[config.mk]
export PLATFORM = sky130hd
export DESIGN_NAME = buddy_block_allocator_top
export DESIGN_NICKNAME = d
export VERILOG_FILES = /design/src/rtl/bba_pkg.sv /design/src/rtl/bba_ctrl.sv /design/src/rtl/bba_dp.sv /design/src/rtl/buddy_block_allocator_top.sv
export VERILOG_INCLUDE_DIRS = /design/src /design/src/rtl
export SDC_FILE = /design/constraint.sdc
export NUM_CORES = 1
export LEC_CHECK = 0
export BUFFER_PORTS_ARGS = -buffer_cell sky130_fd_sc_hd__buf_4
export CELL_PAD_IN_SITES_DETAIL_PLACEMENT = 1
export CELL_PAD_IN_SITES_GLOBAL_PLACEMENT = 2
export CORE_ASPECT_RATIO = 1.2
export CORE_MARGIN = 1.5
export CORE_UTILIZATION = 46
export CTS_BUF_LIST = sky130_fd_sc_hd__clkbuf_8
export CTS_CLUSTER_DIAMETER = 100
export DETAILED_ROUTE_END_ITERATION = 6
export GPL_ROUTABILITY_DRIVEN = 1
export PLACE_DENSITY = 0.83
export SYNTH_ARGS = -nofsm -noshare
export SYNTH_HDL_FRONTEND = slang
export SYNTH_SLANG_ARGS = --single-unit
[constraint.sdc]
create_clock -name clk -period 7.2 [get_ports clk]
set_input_delay 0.72 -clock clk [delete_from_list [all_inputs] [get_ports clk]]
set_output_delay 0.72 -clock clk [all_outputs]
set_load 0.03 [all_outputs]
[src/rtl/buddy_block_allocator_top_assert.svh]
// Assertion macros for the buddy block allocator.
// Expects clk and rst in the scope of each use.
`ifndef BUDDY_BLOCK_ALLOCATOR_TOP_ASSERT_SVH
`define BUDDY_BLOCK_ALLOCATOR_TOP_ASSERT_SVH

// Property that holds at every edge outside reset.
`define BBA_CHECK(lbl, prop, msg) \
  lbl: assert property (@(posedge clk) disable iff (rst) (prop)) else $error(msg);

// Same-cycle implication.
`define BBA_CHECK_NOW(lbl, ante, cons, msg) \
  lbl: assert property (@(posedge clk) disable iff (rst) (ante) |-> (cons)) else $error(msg);

// Next-cycle implication.
`define BBA_CHECK_NEXT(lbl, ante, cons, msg) \
  lbl: assert property (@(posedge clk) disable iff (rst) (ante) |=> (cons)) else $error(msg);

`endif

[src/rtl/bba_pkg.sv]
// Shared constants, types and helpers of the buddy block allocator.
// No dependencies; used by bba_ctrl, bba_dp and buddy_block_allocator_top.
`timescale 1ns / 1ps

package bba_pkg;

  localparam int MAX_ORDER  = 5;
  localparam int LIST_DEPTH = 32;
  localparam int ID_W       = 16;
  localparam int SIZE_W     = 16;
  localparam int ORD_W      = 3;
  localparam int IDX_W      = $clog2(LIST_DEPTH);
  localparam int CNT_W      = $clog2(LIST_DEPTH + 1);
  localparam int NEED_W     = $clog2(SIZE_W + 1);
  localparam int STAT_W     = 2;

  localparam int IN_DATA_W  = ((ID_W + SIZE_W + 7) / 8) * 8;
  localparam int OUT_DATA_W = ((CNT_W + ID_W + 7) / 8) * 8;

  localparam logic OP_ALLOC = 1'b0;
  localparam logic OP_QUERY = 1'b1;

  localparam logic [STAT_W-1:0] ST_ALLOC = 2'd0;
  localparam logic [STAT_W-1:0] ST_NOFIT = 2'd1;
  localparam logic [STAT_W-1:0] ST_ENTRY = 2'd2;

  // Controller to datapath
  typedef struct packed {
    logic start;       // latch request, rewind index
    logic idx_inc;     // advance list index
    logic take_pos;    // record hit position
    logic set_fail;    // mark no fit
    logic split_step;  // halve block at pos, shift tail back by one
    logic set_owner;   // write id into block at pos
    logic emit_result; // load allocate result into output register
    logic emit_entry;  // load list entry into output register
  } cmd_t;

  // Datapath to controller
  typedef struct packed {
    logic is_query;    // op of the pending request
    logic hit;         // entry at index is free and large enough
    logic room;        // splitting the hit keeps the list within depth
    logic at_end;      // index is on the last block
    logic need_split;  // block at pos still above needed order
    logic out_free;    // output register can take a result this cycle
  } sts_t;

  // ceil(log2(size)), zero for sizes 0 and 1
  function automatic logic [NEED_W-1:0] need_order(input logic [SIZE_W-1:0] size);
    logic [SIZE_W-1:0] v;
    logic [NEED_W-1:0] res;
    v   = size - 1'b1;
    res = '0;
    if (size > 1) begin
      for (int i = 0; i < SIZE_W; i++) begin
        if (v[i]) res = NEED_W'(i + 1);
      end
    end
    return res;
  endfunction

  function automatic logic [ORD_W-1:0] sat_order(input logic [ORD_W-1:0] v);
    return (v > ORD_W'(MAX_ORDER)) ? ORD_W'(MAX_ORDER) : v;
  endfunction

endpackage

[src/rtl/bba_ctrl.sv]
// Sequencer of the buddy block allocator: scan, split, emit and query walk.
// Depends on bba_pkg.
`timescale 1ns / 1ps

module bba_ctrl (
  input  logic          clk,
  input  logic          rst,
  input  logic          in_valid,
  output logic          in_ready,
  input  bba_pkg::sts_t sts,
  output bba_pkg::cmd_t cmd
);

  typedef enum logic [2:0] {
    S_IDLE,
    S_SCAN,
    S_SPLIT,
    S_EMIT,
    S_QUERY
  } state_t;

  state_t state;
  state_t state_next;

  always_comb begin
    cmd        = '0;
    state_next = state;
    in_ready   = 1'b0;
    unique case (state)
      S_IDLE: begin
        in_ready = 1'b1;
        if (in_valid) begin
          cmd.start  = 1'b1;
          state_next = S_SCAN;
        end
      end
      S_SCAN: begin
        if (sts.is_query) begin
          state_next = S_QUERY;
        end else if (sts.hit) begin
          if (sts.room) begin
            cmd.take_pos = 1'b1;
            state_next   = S_SPLIT;
          end else begin
            cmd.set_fail = 1'b1;
            state_next   = S_EMIT;
          end
        end else if (sts.at_end) begin
          cmd.set_fail = 1'b1;
          state_next   = S_EMIT;
        end else begin
          cmd.idx_inc = 1'b1;
        end
      end
      S_SPLIT: begin
        if (sts.need_split) begin
          cmd.split_step = 1'b1;
        end else begin
          cmd.set_owner = 1'b1;
          state_next    = S_EMIT;
        end
      end
      S_EMIT: begin
        if (sts.out_free) begin
          cmd.emit_result = 1'b1;
          state_next      = S_IDLE;
        end
      end
      S_QUERY: begin
        if (sts.out_free) begin
          cmd.emit_entry = 1'b1;
          if (sts.at_end) begin
            state_next = S_IDLE;
          end else begin
            cmd.idx_inc = 1'b1;
          end
        end
      end
      default: state_next = S_IDLE;
    endcase
  end

  always_ff @(posedge clk) begin
    if (rst) begin
      state <= S_IDLE;
    end else begin
      state <= state_next;
    end
  end

endmodule

[src/rtl/bba_dp.sv]
// Datapath of the buddy block allocator: block list, index, output register.
// Depends on bba_pkg and buddy_block_allocator_top_assert.svh.
`timescale 1ns / 1ps
`include "buddy_block_allocator_top_assert.svh"

module bba_dp (
  input  logic                               clk,
  input  logic                               rst,
  input  logic                               cfg_we,
  input  logic [bba_pkg::ORD_W-1:0]          cfg_order,
  input  logic                               in_op,
  input  logic [bba_pkg::ID_W-1:0]           in_owner,
  input  logic [bba_pkg::SIZE_W-1:0]         in_size,
  input  bba_pkg::cmd_t                      cmd,
  output bba_pkg::sts_t                      sts,
  input  logic                               out_ready,
  output logic                               out_valid,
  output logic [bba_pkg::STAT_W-1:0]         out_status,
  output logic [bba_pkg::CNT_W-1:0]          out_total,
  output logic [bba_pkg::ID_W-1:0]           out_owner,
  output logic                               out_last
);

  logic [bba_pkg::ORD_W-1:0]  order_list [bba_pkg::LIST_DEPTH];
  logic [bba_pkg::ID_W-1:0]   owner_list [bba_pkg::LIST_DEPTH];
  logic [bba_pkg::CNT_W-1:0]  count;
  logic [bba_pkg::IDX_W-1:0]  idx;
  logic [bba_pkg::IDX_W-1:0]  pos;
  logic [bba_pkg::IDX_W-1:0]  pos_nxt;
  logic [bba_pkg::ORD_W-1:0]  pos_order;
  logic [bba_pkg::NEED_W-1:0] need;
  logic [bba_pkg::ID_W-1:0]   owner;
  logic                       op;
  logic                       fail;
  logic [bba_pkg::ORD_W-1:0]  init_order;
  logic [bba_pkg::ORD_W-1:0]  idx_order;
  logic [bba_pkg::ID_W-1:0]   idx_owner;
  logic [bba_pkg::ORD_W-1:0]  splits;
  logic [bba_pkg::CNT_W:0]    grown;
  logic                       out_load;

  assign idx_order  = order_list[idx];
  assign idx_owner  = owner_list[idx];
  assign pos_nxt    = pos + 1'b1;
  assign init_order = rst ? bba_pkg::ORD_W'(bba_pkg::MAX_ORDER)
                          : bba_pkg::sat_order(cfg_order);
  assign splits     = idx_order - need[bba_pkg::ORD_W-1:0];
  assign grown      = {1'b0, count} + (bba_pkg::CNT_W + 1)'(splits);
  assign out_load   = cmd.emit_result | cmd.emit_entry;

  always_comb begin
    sts            = '0;
    sts.is_query   = (op == bba_pkg::OP_QUERY);
    sts.hit        = (idx_owner == '0) &&
                     ({{(bba_pkg::NEED_W - bba_pkg::ORD_W){1'b0}}, idx_order} >= need);
    sts.room       = (grown <= (bba_pkg::CNT_W + 1)'(bba_pkg::LIST_DEPTH));
    sts.at_end     = (({1'b0, idx} + 1'b1) == count);
    sts.need_split = ({{(bba_pkg::NEED_W - bba_pkg::ORD_W){1'b0}}, pos_order} > need);
    sts.out_free   = !out_valid || out_ready;
  end

  // Request registers and walk index
  always_ff @(posedge clk) begin
    if (cmd.start) begin
      op    <= in_op;
      owner <= in_owner;
      need  <= bba_pkg::need_order(in_size);
      idx   <= '0;
      fail  <= 1'b0;
    end else if (cmd.idx_inc) begin
      idx <= idx + 1'b1;
    end
    if (cmd.set_fail) fail <= 1'b1;
    if (cmd.take_pos) begin
      pos       <= idx;
      pos_order <= idx_order;
    end else if (cmd.split_step) begin
      pos_order <= pos_order - 1'b1;
    end
  end

  // Block list: each split moves the tail back one slot
  always_ff @(posedge clk) begin
    if (cmd.split_step) begin
      for (int k = 1; k < bba_pkg::LIST_DEPTH; k++) begin
        if ((bba_pkg::CNT_W'(k) > ({1'b0, pos} + 1'b1)) && (bba_pkg::CNT_W'(k) <= count)) begin
          order_list[k] <= order_list[k-1];
          owner_list[k] <= owner_list[k-1];
        end
      end
      order_list[pos]     <= pos_order - 1'b1;
      order_list[pos_nxt] <= pos_order - 1'b1;
      owner_list[pos_nxt] <= '0;
    end
    if (cmd.set_owner) owner_list[pos] <= owner;
    if (rst || cfg_we) begin
      order_list[0] <= init_order;
      owner_list[0] <= '0;
    end
  end

  always_ff @(posedge clk) begin
    if (rst || cfg_we) begin
      count <= bba_pkg::CNT_W'(1);
    end else if (cmd.split_step) begin
      count <= count + 1'b1;
    end
  end

  // Output register: holds a result until taken
  always_ff @(posedge clk) begin
    if (rst) begin
      out_valid <= 1'b0;
    end else if (out_load) begin
      out_valid <= 1'b1;
    end else if (out_ready) begin
      out_valid <= 1'b0;
    end
  end

  always_ff @(posedge clk) begin
    if (cmd.emit_result) begin
      out_status <= fail ? bba_pkg::ST_NOFIT : bba_pkg::ST_ALLOC;
      out_total  <= count;
      out_owner  <= '0;
      out_last   <= 1'b1;
    end else if (cmd.emit_entry) begin
      out_status <= bba_pkg::ST_ENTRY;
      out_total  <= count;
      out_owner  <= idx_owner;
      out_last   <= sts.at_end;
    end
  end

  `BBA_CHECK(a_count_range, (count != '0) && (count <= bba_pkg::CNT_W'(bba_pkg::LIST_DEPTH)), "block count out of range")
  `BBA_CHECK_NEXT(a_split_grows, cmd.split_step && !cfg_we, count == $past(count) + 1'b1, "split did not add one block")
  `BBA_CHECK_NOW(a_load_when_free, out_load, sts.out_free, "result loaded over a pending one")

endmodule

[src/rtl/buddy_block_allocator_top.sv]
// Channel  | Signals                                  | Contents (low bits first)
// s_axis   | tvalid tready tdata[31:0] tuser[0]       | owner_id, request_size; tuser op
// m_axis   | tvalid tready tdata[23:0] tuser[1:0] tlast | block_total, entry_owner; tuser status
// cfg      | cfg_valid cfg_ready cfg_data[2:0]        | total_order (above 5 saturates)
//
// Allocate: scans the list for a free block large enough, splits it down to the needed order
// and writes the owner; reports no fit when none fits or the splits would exceed 32 blocks.
// Query: the request is latched, then one result per block per cycle while m_axis_tready is high.
// Reset (rst, synchronous) restores one free block of order 5; a cfg write restores one of order cfg_data.
// A stalled result sits in the output register while the next request is taken in.
// Depends on bba_pkg, bba_ctrl and bba_dp.
`timescale 1ns / 1ps

module buddy_block_allocator_top (
  input  logic                             clk,
  input  logic                             rst,
  input  logic                             s_axis_tvalid,
  output logic                             s_axis_tready,
  input  logic [bba_pkg::IN_DATA_W-1:0]    s_axis_tdata,   // owner_id, request_size
  input  logic                             s_axis_tuser,   // op
  output logic                             m_axis_tvalid,
  input  logic                             m_axis_tready,
  output logic [bba_pkg::OUT_DATA_W-1:0]   m_axis_tdata,   // block_total, entry_owner, zero fill
  output logic [bba_pkg::STAT_W-1:0]       m_axis_tuser,   // status
  output logic                             m_axis_tlast,
  input  logic                             cfg_valid,
  output logic                             cfg_ready,
  input  logic [bba_pkg::ORD_W-1:0]        cfg_data
);

  bba_pkg::cmd_t              cmd;
  bba_pkg::sts_t              sts;
  logic [bba_pkg::CNT_W-1:0]  out_total;
  logic [bba_pkg::ID_W-1:0]   out_owner;

  assign cfg_ready = 1'b1;

  bba_ctrl u_ctrl (
    .clk      (clk),
    .rst      (rst),
    .in_valid (s_axis_tvalid),
    .in_ready (s_axis_tready),
    .sts      (sts),
    .cmd      (cmd)
  );

  bba_dp u_dp (
    .clk        (clk),
    .rst        (rst),
    .cfg_we     (cfg_valid & cfg_ready),
    .cfg_order  (cfg_data),
    .in_op      (s_axis_tuser),
    .in_owner   (s_axis_tdata[bba_pkg::ID_W-1:0]),
    .in_size    (s_axis_tdata[bba_pkg::ID_W +: bba_pkg::SIZE_W]),
    .cmd        (cmd),
    .sts        (sts),
    .out_ready  (m_axis_tready),
    .out_valid  (m_axis_tvalid),
    .out_status (m_axis_tuser),
    .out_total  (out_total),
    .out_owner  (out_owner),
    .out_last   (m_axis_tlast)
  );

  assign m_axis_tdata = bba_pkg::OUT_DATA_W'({out_owner, out_total});

endmodule
Word-level counts from Yosys, hierarchy flattened:

Memory sizes are Yosys's and may differ from the RTL's. A register that Yosys moved wholly into a read port is not among the register bits.
Index checks and enable logic that the tools add are counted.

* register bits: 71
* bits in writable memories: 608
* logic and storage cells: 320
* memories kept: 2

Memory list
* u_dp.owner_list: depth 32, width 16, rd ports 32, clocked after memory_dff 1, write ports 32, line bba_dp.sv:25 `logic [bba_pkg::ID_W-1:0] owner_list [bba_pkg::LIST_DEPTH];`
* u_dp.order_list: depth 32, width 3, rd ports 32, clocked after memory_dff 1, write ports 33, line bba_dp.sv:24 `logic [bba_pkg::ORD_W-1:0] order_list [bba_pkg::LIST_DEPTH];`

* add/sub/neg operators: 9
* magnitude comparators: 67
* equality and inequality tests: 11
* mux-type cells: 169
* bitwise operators: 2
* reductions and logical operators: 45

Operator list (number)
* $mux W1: 123
* $gt A5 B6 Y1 const A: 16
* $le A5 B6 Y1 const A: 16
* $mux W3: 18
* $gt A4 B6 Y1 const A: 8
* $le A4 B6 Y1 const A: 8
* $mux W5: 8
* $logic_and A1 B1 Y1: 32
* $mux W16: 2
* $mux W4: 8
* $reduce_or A16 Y1: 2
* $gt A3 B6 Y1 const A: 4
* $le A3 B6 Y1 const A: 4
* $gt A16 B1 Y1 const B: 1
* $logic_not A16 Y1: 1
* $sub A16 B1 Y16 const B: 1
* $pmux W3 S5: 1
* $add A5 B1 Y6 const B: 2
* $gt A2 B6 Y1 const A: 2
* $le A2 B6 Y1 const A: 2
* $mux W2: 6
* $mux W6: 2
* $add A5 B1 Y5 const B: 2
* $ne A2 B2 Y1 const B: 5
* 25 further kinds: 29

Longest topological paths before layout:

* depth in word-level cells: 17
* gate-level depth with buffers: 24
* gate-level depth less buffers: 17

Cells and area by module:

A second synthesis with hierarchy kept.

* cells, all modules: 2727
* area total of the unflattened synthesis: 35784.3 um^2

Modules (own cells, without submodules)
* bba_dp: instances 1, cells an instance 2685, area each 35436.5 um^2, seq. area each 20099.3 um^2
* bba_ctrl: instances 1, cells an instance 37, area each 317.8 um^2, seq. area each 60.1 um^2
* buddy_block_allocator_top: instances 1, cells an instance 5, area each 30.0 um^2, seq. area each 0.0 um^2

Worst setup path after synthesis:

No wires, ideal clock.

* path kind: register to register
* start point: register (tool-made name)
* end point: register u_dp.pos[0] (netlist bit) (enable)
* setup time: 0.339 ns
* arrival: 5.626 ns
* required time: 6.861 ns
* path slack: 1.234 ns
* stages on the path, launching flop included: 23
* buffers on the path: 6
* period minus slack after synthesis: 5.966 ns
* cells stage by stage: dfxtp_1 -> buf_2 -> buf_2 -> buf_2 -> buf_2 -> buf_2 -> buf_2 -> mux4_2 -> mux4_2 -> mux2i_1 -> ha_1 -> inv_1 -> fa_1 -> fa_1 -> xor2_1 -> a2111oi_0 -> nor2b_1 -> nand2_1 -> a21oi_1 -> nor2_1 -> o21ai_0 -> nand4_1 -> nor2_1

RTL lines
* end signal: assignment: line bba_dp.sv:75 `pos <= idx;`
* end: declaration: line bba_dp.sv:28 `logic [bba_pkg::IDX_W-1:0] pos;`

==> key figures <==
Yosys
  • Fraction of registers with async set/reset: 0%
  • Synth Instances: 2998
  • Netlist cell types: 78
  • Mapped Area: 35700 um2
  • Synth Area per Inst: 11.9 um2
  • Warnings, synthesis: 0
  • Sequential share of the synthesized area: 56.4%
  • Synthesized flop and latch total: 684
  • Most used DFF post-synth: edfxtp_1
  • Post-synth EDFFs: 646

GRT
  • Via count of the first global-routing pass: 28.1k
  • Overall routing resource usage: 34.0%
  • First-pass GRT wire length: 195000 um
  • Largest net degree at the start of global routing: 95
  • Initial antenna violation count: 4
  • GRT overflow: 0

CTS
  • Clk sinks: 684
  • Setup Buffers After CTS: 0
  • H-tree Lvls: 3
  • Cts bufs inserted: 113
  • TritonCTS clock tree: done
  • CTS Buffer Depth: 3
  • Hold_buf cts: 0
  • Clock-pin slew on the worst setup and hold paths: 0.07 ns
  • Post-CTS sizing: 0
  • CTS root buffer: clkbuf_8
  • Worst-Skew Late Latency: 0.79 ns

Hold path
  • Hold Path Class: primary input to flop

Detailed routing
  • Pre-antenna DRT Iters: 5
  • DRT antenna net count: 0
  • Routed len/inst: 32.6 um
  • DRC: 0
  • Routed WL: 135000 um
  • DR iter-0 viols: 2950
  • Vias post-DR: 27.0k
  • DR vias/cell: 6.53

Setup path
  • Crit path kind: flop to flop
  • Stages on worst setup path: 16
  • CP Capture Point: u_dp.pos_order[1]
  • Slowest-stage cell, CP: dfxtp_4
  • Reg2Reg Depth: 16
  • Top cell family by delay on the critical path: multiplexers
  • CP cell instances: mux4_2 > mux4_2 > mux2i_1 > ha_1 > inv_1 > fa_1 > fa_1 > xor2_1 > a2111oi_0 > nor2b_1 > nand2_1 > a21oi_1 > nor2_1 > o21ai_0 > nand3_2 > mux2_2
  • CP Capture Type: flop
  • Worst path required time: 7.73 ns
  • Worst EP arrival: 6.57 ns
  • FF-to-FF End: u_dp.pos_order[1]
  • R2R setup slack: 1.17 ns
  • Worst setup SP type: flop
  • Worst Path Buf+Inv: 1
  • Critical path peak fanout: 25
  • Crit path largest cell delay: 0.66 ns

Floorplanning
  • Core area: 76700 um2
  • I/O pin cnt: 71
  • Row count: 111
  • Starting Density: 46.6%
  • Die height: 308 um
  • Die Area: 79400 um2
  • Die width: 257 um

Timing
  • Setup TNS Final: 0 ns
  • Final min period: 6.03 ns
  • Final setup vio count: 0
  • Min Hold Slack: 0.110 ns
  • Final worst slack: 1.17 ns
  • Setup Skew: 0.0549 ns
  • Worst-margin pin slew: 1.26 ns
  • Pins Over Slew Limit: 0
  • Final Hold Fails: 0
  • FMAX: 0.166 GHz
  • Tcrit/Tclk final: 83.8%
  • RSZ-0062 raised after global routing: false
  • Relative slew slack: 15.9%

Placement
  • Pre-CTS setup slack: 1.24 ns
  • Routability cong.: 0.933
  • Placed cell areas: 37300 um2
  • PortBufs: 67
  • Final HPWL DP: 91900 um

Pwr
  • Leak: 13.6 nW
  • Power per cell area: 226 nW/um2
  • Peak VDD IR: 273 uV

Cells and area
  • Fraction of layout cells with a size suffix above 1: 21.5%
  • Post-Route Utilization: 51.4%
  • Post-Layout Inst Area: 39400 um2
  • Nets: 3099
  • P&R area growth vs syn: 10.4%

Run status
  • Outcome: finished, final reports clean

Run
  • Max Cap Viol: 0
[logic make-up (layout without fill, tap and decap cells)]
family                     Yosys count  in the layout  synth area share [%]
AOI/OAI and AO/OA                  685            685                  11.0
xor gates and xnor gates            20             20                 0.490
adders and majority gates           25             25                 0.917
buffers and inverters              263            387                  3.05
DFF                                684            684                  56.4
muxes                              417            417                  17.1
other                                2              5                0.0210
and+or+nand+nor                    902            902                  11.0
[metal layers]
metal | global-route usage, % | wire [um]
met5 | 0 | 13
met4 | 26.6 | 12000
met3 | 5.28 | 8680
met2 | 56.4 | 65400
met1 | 39.7 | 49100
[cells in the mapped netlist (all sizes together) (11+ instances only)]
cell    instances  area [um2]
o21ai         401        2010
a21o           11        82.6
clkbuf        152         572
nor3           36         180
o22ai          38         238
or3            11        68.8
nand2b         39         244
nand2         505        1900
a22oi          28         210
or2            14        87.6
inv            30         113
dfxtp          38         761
mux2          200        2250
nand3          34         175
buf            80         403
ha             23         288
nor2          162         618
a31oi          14        87.6
o211ai         11        82.6
nor2b          28         175
xor2           11        96.3
a21oi         104         524
mux4          134        3020
edfxtp        646       19400
mux2i          83         831
nor4           11        68.8
a211oi         13         103
and2           26         163
[stage by stage]
stage / total power [mW] / cells
final: 8.93 / 4142
after CTS: 8.95 / 4140
after floorplan: 5.15 / 2999
after global placement: 5.55 / 3935
after detailed placement: 5.58 / 3935
after global routing: 9.19 / 4142
[final cells by class]
type / instances / area [um2]
fillers: 7995 / 37200
flip-flops and latches: 684 / 20200
multi-input cells: 2052 / 14600
clock buffers: 115 / 1580
well taps: 1017 / 1270
repair buffers: 151 / 1160
clock inverters: 90 / 571
inverters: 31 / 116
diodes: 2 / 5.00
[report_power, final]
group / switching [mW] / internal, mW / total [mW] / leakage (nW)
clock: 1.69 / 1.73 / 3.42 / 1.20
combinational: 0.662 / 0.361 / 1.02 / 6.23
sequential: 0.0954 / 4.39 / 4.48 / 6.16
[worst min-delay path by stage]
stage	from	to	slack, ns	depth (start not counted)
floorplan	u_dp.count[4]	u_dp.out_total[4]	0.41	0
global placement	u_dp.out_owner[1]	u_dp.out_owner[1]	0.44	2
CTS	s_axis_tuser	u_dp.op	0.07	1
finish	s_axis_tdata[8]	u_dp.owner[8]	0.11	1
detailed placement	u_dp.out_owner[1]	u_dp.out_owner[1]	0.46	2
global route	s_axis_tuser	u_dp.op	0.08	1
[sequential cells by signal (all words and copies together) (netlist names), named ones only]
signal,flops
u_dp.owner,16
u_dp.out_total,6
u_dp.need,5
u_dp.pos_order,3
u_dp.out_owner,16
u_dp.out_status,2
u_dp.fail,1
u_dp.order_list,96
u_ctrl.state,3
u_dp.count,6
u_dp.out_valid,1
u_dp.idx,5
u_dp.pos,5
u_dp.op,1
u_dp.out_last,1
u_dp.owner_list,512
[placed cells by master, fill, tap and decap left out, types with 10 or more instances in the layout]
cell type,count
o22ai_1,38
o211ai_1,11
nand3_1,33
nor2b_1,26
buf_4,149
a211oi_1,12
clkinv_2,10
mux2_2,200
o21ai_0,386
clkinv_1,38
mux4_2,134
a21o_1,11
clkbuf_8,115
or2_2,13
or3_1,11
nor3_1,36
xor2_1,10
mux2i_1,83
and2_1,26
dfxtp_1,34
a22oi_1,28
a31oi_1,14
nand2_1,505
edfxtp_1,646
inv_1,60
nor2_1,155
ha_1,23
nand2b_1,39
a21oi_1,103
o21ai_2,10
Note: power is estimated with default switching activity, not from simulation.
